===== src/hdl/fsma_pkg.sv =====
// shared types and operation codes for the fraction sum and maximum accumulator
package fsma_pkg;

  typedef logic [4:0] op_t;

  localparam op_t OP_NONE         = 5'd0;
  localparam op_t OP_LOAD         = 5'd1;
  localparam op_t OP_GCD_IN       = 5'd2;
  localparam op_t OP_GCD_DEN      = 5'd3;
  localparam op_t OP_GCD_SUM      = 5'd4;
  localparam op_t OP_GCD_DIV      = 5'd5;
  localparam op_t OP_GCD_STEP     = 5'd6;
  localparam op_t OP_SAVE_G       = 5'd7;
  localparam op_t OP_DS_NUM       = 5'd8;
  localparam op_t OP_DS_DEN       = 5'd9;
  localparam op_t OP_DS_ACCDEN    = 5'd10;
  localparam op_t OP_DS_SUM       = 5'd11;
  localparam op_t OP_WB_NUM       = 5'd12;
  localparam op_t OP_WB_DEN       = 5'd13;
  localparam op_t OP_WB_DQ        = 5'd14;
  localparam op_t OP_WB_BQ        = 5'd15;
  localparam op_t OP_WB_RN        = 5'd16;
  localparam op_t OP_MUL_P1       = 5'd17;
  localparam op_t OP_ADD_SET      = 5'd18;
  localparam op_t OP_MUL_P2       = 5'd19;
  localparam op_t OP_ADD_ACC      = 5'd20;
  localparam op_t OP_SET_OVF      = 5'd21;
  localparam op_t OP_MUL_RD       = 5'd22;
  localparam op_t OP_SUM_COMMIT   = 5'd23;
  localparam op_t OP_MUL_CA       = 5'd24;
  localparam op_t OP_HOLD_CA      = 5'd25;
  localparam op_t OP_MUL_CB       = 5'd26;
  localparam op_t OP_MAX_COMMIT   = 5'd27;
  localparam op_t OP_FIRST_COMMIT = 5'd28;
  localparam op_t OP_OUT_WRITE    = 5'd29;
  localparam op_t OP_OUT_ZERO     = 5'd30;

  typedef struct packed {
    op_t op;
  } cmd_t;

  typedef struct packed {
    logic den_zero;
    logic first;
    logic y_zero;
    logic div_done;
    logic s_carry;
  } stat_t;

endpackage


===== src/hdl/fsma_div.sv =====
// shared radix-2 restoring divider, double-width dividend by single-width divisor
module fsma_div #(
  parameter int W = 32
) (
  input  logic           clk,
  input  logic           rst,
  input  logic           start,
  input  logic           wide,
  input  logic [2*W-1:0] dividend,
  input  logic [W-1:0]   divisor,
  output logic [2*W-1:0] quot,
  output logic [W-1:0]   rem,
  output logic           done
);

  localparam int CW = $clog2(2 * W + 1);

  logic [2*W-1:0] q;
  logic [W:0]     r;
  logic [W-1:0]   dv;
  logic [CW-1:0]  cnt;
  logic           busy;
  logic [W:0]     r_sh;
  logic           fits;

  assign r_sh = {r[W-1:0], q[2*W-1]};
  assign fits = r_sh >= {1'b0, dv};

  always_ff @(posedge clk) begin
    if (rst) begin
      busy <= 1'b0;
      done <= 1'b0;
    end else begin
      done <= 1'b0;
      if (start) begin
        busy <= 1'b1;
        cnt  <= wide ? CW'(2 * W) : CW'(W);
      end else if (busy) begin
        cnt <= cnt - CW'(1);
        if (cnt == CW'(1)) begin
          busy <= 1'b0;
          done <= 1'b1;
        end
      end
    end
  end

  always_ff @(posedge clk) begin
    if (start) begin
      q  <= wide ? dividend : {dividend[W-1:0], {W{1'b0}}};
      r  <= '0;
      dv <= divisor;
    end else if (busy) begin
      r <= fits ? (r_sh - {1'b0, dv}) : r_sh;
      q <= {q[2*W-2:0], fits};
    end
  end

  assign quot = q;
  assign rem  = r[W-1:0];

endmodule


===== src/hdl/fsma_datapath.sv =====
// datapath: fraction registers, gcd registers, multiplier, divider and output beat
module fsma_datapath #(
  parameter int W = 32
) (
  input  logic           clk,
  input  logic           rst,
  input  fsma_pkg::cmd_t cmd,
  output fsma_pkg::stat_t st,
  input  logic [63:0]    s_tdata,
  input  logic           s_tuser,
  output logic [127:0]   m_tdata,
  output logic [1:0]     m_tuser
);

  logic [W-1:0]   num, den, acc_num, acc_den, best_num, best_den;
  logic [W-1:0]   g, bq, dq, y;
  logic [2*W-1:0] x, prod, pa, rn;
  logic [2*W:0]   s;
  logic           first, ovf;

  logic           div_start, div_wide, div_done;
  logic [2*W-1:0] div_a, quot;
  logic [W-1:0]   div_b, rem;
  logic [W-1:0]   mul_a, mul_b;

  fsma_div #(.W(W)) u_div (
    .clk      (clk),
    .rst      (rst),
    .start    (div_start),
    .wide     (div_wide),
    .dividend (div_a),
    .divisor  (div_b),
    .quot     (quot),
    .rem      (rem),
    .done     (div_done)
  );

  always_comb begin
    div_start = 1'b1;
    div_a     = (2*W)'(num);
    div_b     = g;
    case (cmd.op)
      fsma_pkg::OP_GCD_DIV: begin
        div_a = x;
        div_b = y;
      end
      fsma_pkg::OP_DS_NUM:    div_a = (2*W)'(num);
      fsma_pkg::OP_DS_DEN:    div_a = (2*W)'(den);
      fsma_pkg::OP_DS_ACCDEN: div_a = (2*W)'(acc_den);
      fsma_pkg::OP_DS_SUM:    div_a = s[2*W-1:0];
      default:                div_start = 1'b0;
    endcase
    div_wide = |div_a[2*W-1:W];
  end

  always_comb begin
    case (cmd.op)
      fsma_pkg::OP_MUL_P1: begin
        mul_a = acc_num;
        mul_b = dq;
      end
      fsma_pkg::OP_MUL_P2: begin
        mul_a = num;
        mul_b = bq;
      end
      fsma_pkg::OP_MUL_RD: begin
        mul_a = bq;
        mul_b = dq;
      end
      fsma_pkg::OP_MUL_CA: begin
        mul_a = num;
        mul_b = best_den;
      end
      default: begin
        mul_a = best_num;
        mul_b = den;
      end
    endcase
  end

  always_ff @(posedge clk) begin
    if (rst) begin
      acc_num  <= '0;
      acc_den  <= W'(1);
      best_num <= '0;
      best_den <= W'(1);
      ovf      <= 1'b0;
    end else begin
      case (cmd.op)
        fsma_pkg::OP_FIRST_COMMIT: begin
          acc_num  <= num;
          acc_den  <= den;
          best_num <= num;
          best_den <= den;
          ovf      <= 1'b0;
        end
        fsma_pkg::OP_SET_OVF: ovf <= 1'b1;
        fsma_pkg::OP_SUM_COMMIT: begin
          if ((|rn[2*W-1:W]) || (|prod[2*W-1:W])) begin
            ovf <= 1'b1;
          end else begin
            acc_num <= rn[W-1:0];
            acc_den <= prod[W-1:0];
          end
        end
        fsma_pkg::OP_MAX_COMMIT: begin
          if (pa > prod) begin
            best_num <= num;
            best_den <= den;
          end
        end
        default: ;
      endcase
    end
  end

  always_ff @(posedge clk) begin
    case (cmd.op)
      fsma_pkg::OP_LOAD: begin
        num   <= s_tdata[W-1:0];
        den   <= s_tdata[32+W-1:32];
        first <= s_tuser;
      end
      fsma_pkg::OP_GCD_IN: begin
        x <= (2*W)'(num);
        y <= den;
      end
      fsma_pkg::OP_GCD_DEN: begin
        x <= (2*W)'(acc_den);
        y <= den;
      end
      fsma_pkg::OP_GCD_SUM: begin
        x <= s[2*W-1:0];
        y <= g;
      end
      fsma_pkg::OP_GCD_STEP: begin
        x <= (2*W)'(y);
        y <= rem;
      end
      fsma_pkg::OP_SAVE_G:  g    <= x[W-1:0];
      fsma_pkg::OP_WB_NUM:  num  <= quot[W-1:0];
      fsma_pkg::OP_WB_DEN:  den  <= quot[W-1:0];
      fsma_pkg::OP_WB_DQ:   dq   <= quot[W-1:0];
      fsma_pkg::OP_WB_BQ:   bq   <= quot[W-1:0];
      fsma_pkg::OP_WB_RN:   rn   <= quot;
      fsma_pkg::OP_MUL_P1,
      fsma_pkg::OP_MUL_P2,
      fsma_pkg::OP_MUL_RD,
      fsma_pkg::OP_MUL_CA,
      fsma_pkg::OP_MUL_CB:  prod <= mul_a * mul_b;
      fsma_pkg::OP_ADD_SET: s    <= (2*W+1)'(prod);
      fsma_pkg::OP_ADD_ACC: s    <= s + (2*W+1)'(prod);
      fsma_pkg::OP_HOLD_CA: pa   <= prod;
      fsma_pkg::OP_OUT_WRITE,
      fsma_pkg::OP_OUT_ZERO: begin
        m_tdata <= {32'(best_den), 32'(best_num), 32'(acc_den), 32'(acc_num)};
        m_tuser <= {cmd.op == fsma_pkg::OP_OUT_ZERO, ovf};
      end
      default: ;
    endcase
  end

  assign st.den_zero = den == '0;
  assign st.first    = first;
  assign st.y_zero   = y == '0;
  assign st.div_done = div_done;
  assign st.s_carry  = s[2*W];

endmodule


===== src/hdl/fsma_ctrl.sv =====
// controller: sequences gcd loops, divisions, products and the stream handshake
module fsma_ctrl (
  input  logic            clk,
  input  logic            rst,
  input  logic            s_tvalid,
  output logic            s_tready,
  output logic            m_tvalid,
  input  logic            m_tready,
  input  fsma_pkg::stat_t st,
  output fsma_pkg::cmd_t  cmd
);

  localparam logic [4:0] S_IDLE = 5'd0;
  localparam logic [4:0] S_CHK  = 5'd1;
  localparam logic [4:0] S_GCD  = 5'd2;
  localparam logic [4:0] S_GCDW = 5'd3;
  localparam logic [4:0] S_DIVW = 5'd4;
  localparam logic [4:0] S_DNUM = 5'd5;
  localparam logic [4:0] S_DDEN = 5'd6;
  localparam logic [4:0] S_FORK = 5'd7;
  localparam logic [4:0] S_DBQ  = 5'd8;
  localparam logic [4:0] S_DDQ  = 5'd9;
  localparam logic [4:0] S_M1   = 5'd10;
  localparam logic [4:0] S_A1   = 5'd11;
  localparam logic [4:0] S_M2   = 5'd12;
  localparam logic [4:0] S_A2   = 5'd13;
  localparam logic [4:0] S_CRY  = 5'd14;
  localparam logic [4:0] S_DRN  = 5'd15;
  localparam logic [4:0] S_DT   = 5'd16;
  localparam logic [4:0] S_MRD  = 5'd17;
  localparam logic [4:0] S_SCOM = 5'd18;
  localparam logic [4:0] S_MA   = 5'd19;
  localparam logic [4:0] S_HA   = 5'd20;
  localparam logic [4:0] S_MB   = 5'd21;
  localparam logic [4:0] S_MCOM = 5'd22;
  localparam logic [4:0] S_OUT  = 5'd23;
  localparam logic [4:0] S_OUTZ = 5'd24;

  localparam logic [1:0] P_IN  = 2'd0;
  localparam logic [1:0] P_DEN = 2'd1;
  localparam logic [1:0] P_SUM = 2'd2;

  logic [4:0]      state, state_next, ret, ret_next;
  logic [1:0]      phase, phase_next;
  fsma_pkg::op_t   wb, wb_next;
  logic            out_free;

  assign out_free = !m_tvalid || m_tready;
  assign s_tready = state == S_IDLE;

  always_comb begin
    state_next = state;
    ret_next   = ret;
    phase_next = phase;
    wb_next    = wb;
    cmd.op     = fsma_pkg::OP_NONE;
    case (state)
      S_IDLE: begin
        if (s_tvalid) begin
          cmd.op     = fsma_pkg::OP_LOAD;
          state_next = S_CHK;
        end
      end
      S_CHK: begin
        if (st.den_zero) begin
          state_next = S_OUTZ;
        end else begin
          cmd.op     = fsma_pkg::OP_GCD_IN;
          phase_next = P_IN;
          state_next = S_GCD;
        end
      end
      S_GCD: begin
        if (st.y_zero) begin
          cmd.op = fsma_pkg::OP_SAVE_G;
          case (phase)
            P_IN:    state_next = S_DNUM;
            P_DEN:   state_next = S_DBQ;
            default: state_next = S_DRN;
          endcase
        end else begin
          cmd.op     = fsma_pkg::OP_GCD_DIV;
          state_next = S_GCDW;
        end
      end
      S_GCDW: begin
        if (st.div_done) begin
          cmd.op     = fsma_pkg::OP_GCD_STEP;
          state_next = S_GCD;
        end
      end
      S_DIVW: begin
        if (st.div_done) begin
          cmd.op     = wb;
          state_next = ret;
        end
      end
      S_DNUM: begin
        cmd.op     = fsma_pkg::OP_DS_NUM;
        wb_next    = fsma_pkg::OP_WB_NUM;
        ret_next   = S_DDEN;
        state_next = S_DIVW;
      end
      S_DDEN: begin
        cmd.op     = fsma_pkg::OP_DS_DEN;
        wb_next    = fsma_pkg::OP_WB_DEN;
        ret_next   = S_FORK;
        state_next = S_DIVW;
      end
      S_FORK: begin
        if (st.first) begin
          cmd.op     = fsma_pkg::OP_FIRST_COMMIT;
          state_next = S_OUT;
        end else begin
          cmd.op     = fsma_pkg::OP_GCD_DEN;
          phase_next = P_DEN;
          state_next = S_GCD;
        end
      end
      S_DBQ: begin
        cmd.op     = fsma_pkg::OP_DS_ACCDEN;
        wb_next    = fsma_pkg::OP_WB_BQ;
        ret_next   = S_DDQ;
        state_next = S_DIVW;
      end
      S_DDQ: begin
        cmd.op     = fsma_pkg::OP_DS_DEN;
        wb_next    = fsma_pkg::OP_WB_DQ;
        ret_next   = S_M1;
        state_next = S_DIVW;
      end
      S_M1: begin
        cmd.op     = fsma_pkg::OP_MUL_P1;
        state_next = S_A1;
      end
      S_A1: begin
        cmd.op     = fsma_pkg::OP_ADD_SET;
        state_next = S_M2;
      end
      S_M2: begin
        cmd.op     = fsma_pkg::OP_MUL_P2;
        state_next = S_A2;
      end
      S_A2: begin
        cmd.op     = fsma_pkg::OP_ADD_ACC;
        state_next = S_CRY;
      end
      S_CRY: begin
        if (st.s_carry) begin
          cmd.op     = fsma_pkg::OP_SET_OVF;
          state_next = S_MA;
        end else begin
          cmd.op     = fsma_pkg::OP_GCD_SUM;
          phase_next = P_SUM;
          state_next = S_GCD;
        end
      end
      S_DRN: begin
        cmd.op     = fsma_pkg::OP_DS_SUM;
        wb_next    = fsma_pkg::OP_WB_RN;
        ret_next   = S_DT;
        state_next = S_DIVW;
      end
      S_DT: begin
        cmd.op     = fsma_pkg::OP_DS_DEN;
        wb_next    = fsma_pkg::OP_WB_DQ;
        ret_next   = S_MRD;
        state_next = S_DIVW;
      end
      S_MRD: begin
        cmd.op     = fsma_pkg::OP_MUL_RD;
        state_next = S_SCOM;
      end
      S_SCOM: begin
        cmd.op     = fsma_pkg::OP_SUM_COMMIT;
        state_next = S_MA;
      end
      S_MA: begin
        cmd.op     = fsma_pkg::OP_MUL_CA;
        state_next = S_HA;
      end
      S_HA: begin
        cmd.op     = fsma_pkg::OP_HOLD_CA;
        state_next = S_MB;
      end
      S_MB: begin
        cmd.op     = fsma_pkg::OP_MUL_CB;
        state_next = S_MCOM;
      end
      S_MCOM: begin
        cmd.op     = fsma_pkg::OP_MAX_COMMIT;
        state_next = S_OUT;
      end
      S_OUT: begin
        if (out_free) begin
          cmd.op     = fsma_pkg::OP_OUT_WRITE;
          state_next = S_IDLE;
        end
      end
      S_OUTZ: begin
        if (out_free) begin
          cmd.op     = fsma_pkg::OP_OUT_ZERO;
          state_next = S_IDLE;
        end
      end
      default: state_next = S_IDLE;
    endcase
  end

  always_ff @(posedge clk) begin
    if (rst) begin
      state    <= S_IDLE;
      ret      <= S_IDLE;
      phase    <= P_IN;
      wb       <= fsma_pkg::OP_NONE;
      m_tvalid <= 1'b0;
    end else begin
      state <= state_next;
      ret   <= ret_next;
      phase <= phase_next;
      wb    <= wb_next;
      if (cmd.op == fsma_pkg::OP_OUT_WRITE || cmd.op == fsma_pkg::OP_OUT_ZERO) begin
        m_tvalid <= 1'b1;
      end else if (m_tready) begin
        m_tvalid <= 1'b0;
      end
    end
  end

  // a result is loaded only into a free output register
  a_out_free: assert property (@(posedge clk) disable iff (rst)
    (cmd.op == fsma_pkg::OP_OUT_WRITE || cmd.op == fsma_pkg::OP_OUT_ZERO) |-> out_free)
    else $error("result loaded over a pending beat");

  // divider completion is only seen while waiting for it
  a_div_wait: assert property (@(posedge clk) disable iff (rst)
    st.div_done |-> (state == S_DIVW || state == S_GCDW))
    else $error("divider finished outside a wait state");

  // an accepted beat always goes to the zero denominator check
  a_accept: assert property (@(posedge clk) disable iff (rst)
    (s_tvalid && s_tready) |=> state == S_CHK)
    else $error("accepted beat not followed by check");

endmodule


===== src/hdl/fraction_sum_max_accumulator.sv =====
// top level of the fraction sum and maximum accumulator
// Each input beat carries one unsigned fraction and a flag that starts a new set; the block
// keeps the running sum and running maximum in lowest terms and returns one beat per input
// beat. Items are handled one at a time. The time per item is set by the shared radix-2
// divider, which runs longer on a double-width dividend: the input gcd, the denominator gcd
// and the sum gcd each need one division per Euclid step (at most about 1.44*WIDTH steps),
// plus six plain divisions, the products and the bookkeeping. A zero denominator is answered
// without any division and leaves the state untouched. The next beat is taken while a
// finished result still waits.
module fraction_sum_max_accumulator #(
  parameter int WIDTH = 32
) (
  input  logic         clk,
  input  logic         rst,
  input  logic         s_tvalid,
  output logic         s_tready,
  input  logic [63:0]  s_tdata,   // numerator [31:0], denominator [63:32]
  input  logic         s_tuser,   // first_item
  output logic         m_tvalid,
  input  logic         m_tready,
  output logic [127:0] m_tdata,   // sum_numerator, sum_denominator, max_numerator, max_denominator
  output logic [1:0]   m_tuser    // overflow, zero_denominator
);

  // command and status between the sequencer and the arithmetic
  fsma_pkg::cmd_t  cmd;
  fsma_pkg::stat_t st;

  fsma_ctrl u_ctrl (
    .clk      (clk),
    .rst      (rst),
    .s_tvalid (s_tvalid),
    .s_tready (s_tready),
    .m_tvalid (m_tvalid),
    .m_tready (m_tready),
    .st       (st),
    .cmd      (cmd)
  );

  fsma_datapath #(.W(WIDTH)) u_dp (
    .clk     (clk),
    .rst     (rst),
    .cmd     (cmd),
    .st      (st),
    .s_tdata (s_tdata),
    .s_tuser (s_tuser),
    .m_tdata (m_tdata),
    .m_tuser (m_tuser)
  );

endmodule


===== config.mk =====
export PLATFORM = sky130hd
export DESIGN_NAME = fraction_sum_max_accumulator
export DESIGN_NICKNAME = d
export VERILOG_FILES = /design/src/hdl/fsma_pkg.sv /design/src/hdl/fsma_div.sv /design/src/hdl/fsma_datapath.sv /design/src/hdl/fsma_ctrl.sv /design/src/hdl/fraction_sum_max_accumulator.sv
export SDC_FILE = /design/constraint.sdc
export NUM_CORES = 2
export LEC_CHECK = 0
export BUFFER_PORTS_ARGS = -buffer_cell sky130_fd_sc_hd__buf_2
export CORE_MARGIN = 2
export CORE_UTILIZATION = 43
export DETAILED_ROUTE_END_ITERATION = 12
export PLACE_DENSITY_LB_ADDON = 0.2
export SYNTH_ARGS = -nofsm -noshare
export SYNTH_HDL_FRONTEND = slang
export SYNTH_HIERARCHICAL = 1
export SYNTH_SLANG_ARGS = --single-unit

===== constraint.sdc =====
create_clock -name clk -period 12.75 [get_ports clk]
set_input_delay 2.55 -clock clk [delete_from_list [all_inputs] [get_ports clk]]
set_output_delay 2.55 -clock clk [all_outputs]
set_load 0.02 [all_outputs]

* Yosys cells after proc, flatten, opt, wreduce, memory -nomap -nowiden
Index checks and enable logic that the tools add are counted.
Cells by class: add/subtract/negate cells 3, multiply operators 1, magnitude comparators 2, equality and inequality tests 66, mux-type cells 59, bitwise logic cells 2, reductions and logical operators 41
Operator list (count):
- 64-bit case mux with 4 select lines | 2
- 32-bit case mux with 2 select lines | 6
- 32-bit case mux with 3 select lines | 3
- 32-bit two-way mux | 6
- 64-bit two-way mux | 3
- 65-bit case mux with 2 select lines | 1
- 5-bit equality test (second input constant) | 24
- 5-bit case mux with 23 select lines | 1
- 32-bit OR reduction | 3
- 5-bit case mux with 19 select lines | 1
- 5-bit by 4-bit equality test with 1-bit output (second input constant) | 16
- 65-bit by 64-bit adder with 65-bit output | 1
- 64-bit greater-than comparator | 1
- 32-bit logical NOT | 2
- 32-bit by 32-bit multiplier with 64-bit output | 1
- 5-bit two-way mux | 12
- 5-bit by 3-bit equality test with 1-bit output (second input constant) | 8
- 33-bit by 32-bit greater-or-equal comparator with 1-bit output | 1
- 32-bit subtractor | 1
- 5-bit case mux with 6 select lines | 1
- 5-bit case mux with 5 select lines | 1
- 7-bit two-way mux | 3
- 5-bit by 2-bit equality test with 1-bit output (second input constant) | 4
- 2-bit nonzero test | 7
- 28 further kinds | 65
Storage, ports and cells: register bits after elaboration 928, input bits 69, logic and storage cells 204

* Longest topological paths before layout
depth in word-level cells 9, mapped depth 44

* Hierarchy
Netlist, hierarchy kept.
Modules (own cells, without submodules):
- fsma_datapath | times used 1, cells an instance 6658, area an instance 68760.9 µm²
- fsma_div | times used 1, cells an instance 824, area an instance 7890.1 µm²
- fsma_ctrl | times used 1, cells an instance 245, area an instance 1707.9 µm²

* Least setup slack after synthesis
Ideal clock, no wire load.
kind input to register, start input m_tready, end register u_dp.prod[55], data pin, data arrival time 12.145 ns, data required time 12.492 ns, slack 0.348 ns, stages 38, cells stage by stage nor2b_1 -> clkbuf_1 -> o32a_1 -> nor2_1 -> or4b_4 -> buf_2 -> nor2_1 -> nand2_1 -> o22ai_1 -> clkbuf_1 -> buf_1 -> mux2i_1 -> clkbuf_1 -> nor2_1 -> fa_1 -> fa_1 -> fa_1 -> inv_1 -> [2 not listed] -> fa_1 -> inv_1 -> fa_1 -> inv_1 -> fa_1 -> fa_1 -> ha_1 -> nand2_1 -> nor3_1 -> nand4b_1 -> a311oi_1 -> a21oi_1 -> o31ai_4 -> a21boi_2 -> o31a_1 -> o21a_1 -> o221ai_2 -> xnor2_1
RTL lines:
- from (decl) | line fraction_sum_max_accumulator.sv:20 | input logic m_tready,
- to (signal assigned) | line fsma_datapath.sv:150 | fsma_pkg::OP_MUL_CB: prod <= mul_a * mul_b;
- to (decl) | line fsma_datapath.sv:17 | logic [2*W-1:0] x, prod, pa, rn;

==> summary.md <==
| Metric | Value |
|---|---|
| Die H | 430.9 µm |
| Worst path arrival time | 12810 ps |
| Initial Util | 43.31% |
| Post-route cell area | 0.08867 mm² |
| Avg WL per Cell | around 29 µm |
| Initial antenna violation count | 13 |
| First-pass detailed-route iteration total | 9 |
| Fraction of power consumed by the clock network | 21.9% |
| GRT overflow | 0 |
| H-tree Lvls | 3 |
| Seq pwr share | 35.3% |
| Clk_skew | approximately 30 ps |
| CTS sink count | just over 900 |
| Clock Pin Slew Worst Setup and Hold Paths | 60 ps |
| RR Endpoint | u_dp/prod[55] |
| CP max stage cell | a221oi_4 |
| RSZ-0062 raised after global routing | false |
| Slowest stage delay, CP | 580 ps |
| Count of state elements after synthesis | 927 |
| Via density | a little under 6 |
| Detailed Route WL | 304300 µm |
| Final Hold Vio Count | 0 |
| Register area share after synthesis | around 33% |
| Cells after Synth | around 7.7k |
| Critical path class | input port to flip-flop |
| Most frequent CP cell | fa_1 |
| Core Area | 0.1809 mm² |
| PnR Total Power | 13.54 mW |
| Startpoint types | input port |
| Area growth syn-to-layout | 13.16% |
| Largest net degree at the start of global routing | around 170 |
| Final worst setup slack | 412.6 ps |
| Ys flop type | edfxtp_1 |
| Dpl ws | -224.5 ps |
| IO Port Bufs | 200 |
| Time the worst path needs with I/O delays and setup | 12340 ps |
| Die width | around 430 µm |
| Reg2reg setup slack | 570 ps |
| Hold depth | 0 |
| Fin. max-slew vios | 0 |
| Total track usage | 32.60% |
| Number of fill cells | 16.75k |
| Maximum capacitance violations | 0 |
| Post-DP Area | 0.08540 mm² |
| Synth top area share | 28.63% |
| Peak Freq | 81.05 MHz |
| Post-synth EDFFs | 747 |
| Clk_lat worst skew | ~730 ps |
| I/O pin total | 201 |
| CTS tree | built |
| Routability cong. | just over 1 |
| Crit share post-route | just under 100% |
| Syn Area/Cell | roughly 10 µm² |
| DRC viols | 0 |
| Max VDD drop | around 0.22 mV |
| Crit Path Max Fanout | 20 |
| Clk root buf | clkbuf_16 |
| Critical path required time | approximately 13000 ps |
| Synth area leader | edfxtp_1 |
| Switching share of power | 44.19% |
| Worst-case reg-to-reg path depth | 39 |
| Most common library cells after synthesis | 1040 x nor2_1, 1036 x inv_1, 898 x fa_1, 747 x edfxtp_1, 727 x nand2_1 |
| Inserted Clock Buffers | 95 |
| Worst hold path endpoint | u_dp/rn[48] |
| Worst slew pin tran | 1283 ps |
| Placed cells | 10.32k |
| Yosys warning count | 6 |
| Synth cell types | 112 |
| Switching power | roughly 6 mW |
| Synthesized net count | between 9k and 10k |
| Vias | a little over 60k |
| Detailed placer's ending HPWL | between 200000 and 250000 µm |
| Area of the multi-input gates | 0.04713 mm² |
| Hold Startpoint | u_dp/u_div/quot[48] |
| Final ANT Viol Nets | 0 |
| Worst setup startpoint | m_tready |
| Reg2reg start | u_dp/y[7] |
| Die area | around 0.19 mm² |
| Longest Clk Path Bufs | 3 |
| Nets | 9443 |
| Crit path capture type | flip-flop |
| Cell area after synthesis | 0.07836 mm² |
| Slew HR | 14.04% |
| Std-Cell Rows | 156 |
| Pint | 7.559 mW |
| First-pass GRT wire length | 437000 µm |
| Layout cell share with drive strength beyond 1 | a little over an eighth |
| Leakage | 38.13 nW |
| Top cells by area, synth | edfxtp_1 29%, fa_1 23%, ha_1 6.8%, nor2_1 5.0%, inv_1 5.0% |
| Async S/R FF share, synth | 0% |
| Status | completed |
| Vias in the first global route | 62.47k |
| FF+latch area | 0.02604 mm² |
| Most common cell in the netlist | nor2_1 |
| Final count of negative-setup-slack endpoints | 0 |
| Pwr Density | around 150 mW/mm² |
| Number of DRC markers in iteration 0 | between 6k and 7k |
| Combinational power share | 42.8% |
| Post-route non-filler standard cell count | 10.51k |
| Hold Crit Class | flip-flop to flip-flop |
## cell families (layout without fill, tap and decap cells)
logic type                 Yosys count  in the layout  synth area share (%)
AOI/OAI and AO/OA                 1319           1319                 11.89
xor gates and xnor gates           150            150                 1.677
adders and majority gates         1323           1323                 29.73
buffers and inverters             1492           1899                 7.385
DFF                                927            927                 33.23
muxes                              307            307                 4.107
other                                0              3                     0
and+or+nand+nor                   2209           2209                 11.99
## layout make-up
| class | count | share of cell area [%] |
|---|---|---|
| diodes | 3 | 0.008467 |
| well taps | 2370 | 3.344 |
| multi-input cells | 5308 | 53.15 |
| repair buffers | 683 | 6.072 |
| flip-flops and latches | 927 | 29.36 |
| clock buffers | 116 | 2.887 |
| inverters | 1036 | 4.386 |
| clock inverters | 64 | 0.7860 |
## worst max-delay path: cells and delay by family
kind,cells,cell delay [ps]
buffers and inverters,9,1210
AO/OA/AOI/OAI,11,3070
adder cells (fa/ha/maj),9,4210
XOR/XNOR,1,90
AND/OR/NAND/NOR,9,1610
## power by group through the flow
stage	sequential, mW	clock [mW]	combinational, mW
4_1_cts	4.74	3.01	5.63
3_3_place_gp	4.78	0	5.56
2_1_floorplan	4.50	0	2.91
5_1_grt	4.80	3.11	6.01
6_report	4.78	2.97	5.80
3_5_place_dp	4.79	0	5.60
## worst max path at each step
stage	slack, ps	end
floorplan	350	u_dp/prod[55]
global placement	-170	u_dp/prod[51]
detailed placement	-220	u_dp/prod[51]
CTS	390	u_dp/prod[51]
global route	20	u_dp/prod[51]
finish	410	u_dp/prod[55]
## what timing repair did
item,4_1_cts,5_1_grt
gates resized for setup,0,1
setup endpoints to repair,0,1
buffers inserted,0,0
hold buffers,0,0
## registers in the layout, indices dropped and copies added, names as in the netlist, 64 cells and up
register / count
u_dp/rn: 64
u_dp/prod: 64
u_dp/s: 65
u_dp/u_div/quot: 64
u_dp/m_tdata: 128
u_dp/x: 64
u_dp/pa: 64
## layout by cell type, fill, tap and decap left out, drive strengths merged, types with 17 or more instances in the layout
cell,instances
inv,1042
nor2,1040
fa,898
edfxtp,747
nand2,728
buf,683
ha,425
a21oi,285
o21ai,251
mux2i,191
dfxtp,180
a22oi,144
a21o,123
mux2,116
clkbuf,116
xnor2,97
a211oi,92
a22o,78
nand4,63
a221oi,58
nor3,56
a31oi,55
nand3,54
xor2,53
and3,52
nor4,46
a221o,45
nand2b,45
clkinv,41
nor2b,33
o21bai,24
a311oi,20
o21a,18
or2,17
## per-layer routing
layer,vias up,share of wire [%],global-route usage [%]
met5,-,0.021,0
met2,3218,45,51.36
met4,10,7.1,19.28
met3,764,8.9,5.598
li1,26705,-,-
met1,31406,39,42.24
## per-stage QoR
stage,util [%],hold WS (ps),setup TNS (ps)
after floorplan,-,408.1,0
after global placement,47.20,433.4,-440.4
after detailed placement,47.20,436.5,-807.9
after CTS,49.00,454.7,0
after global routing,49.00,468.9,0
final,49.00,453.3,0
(Power assumes the default switching activity.)
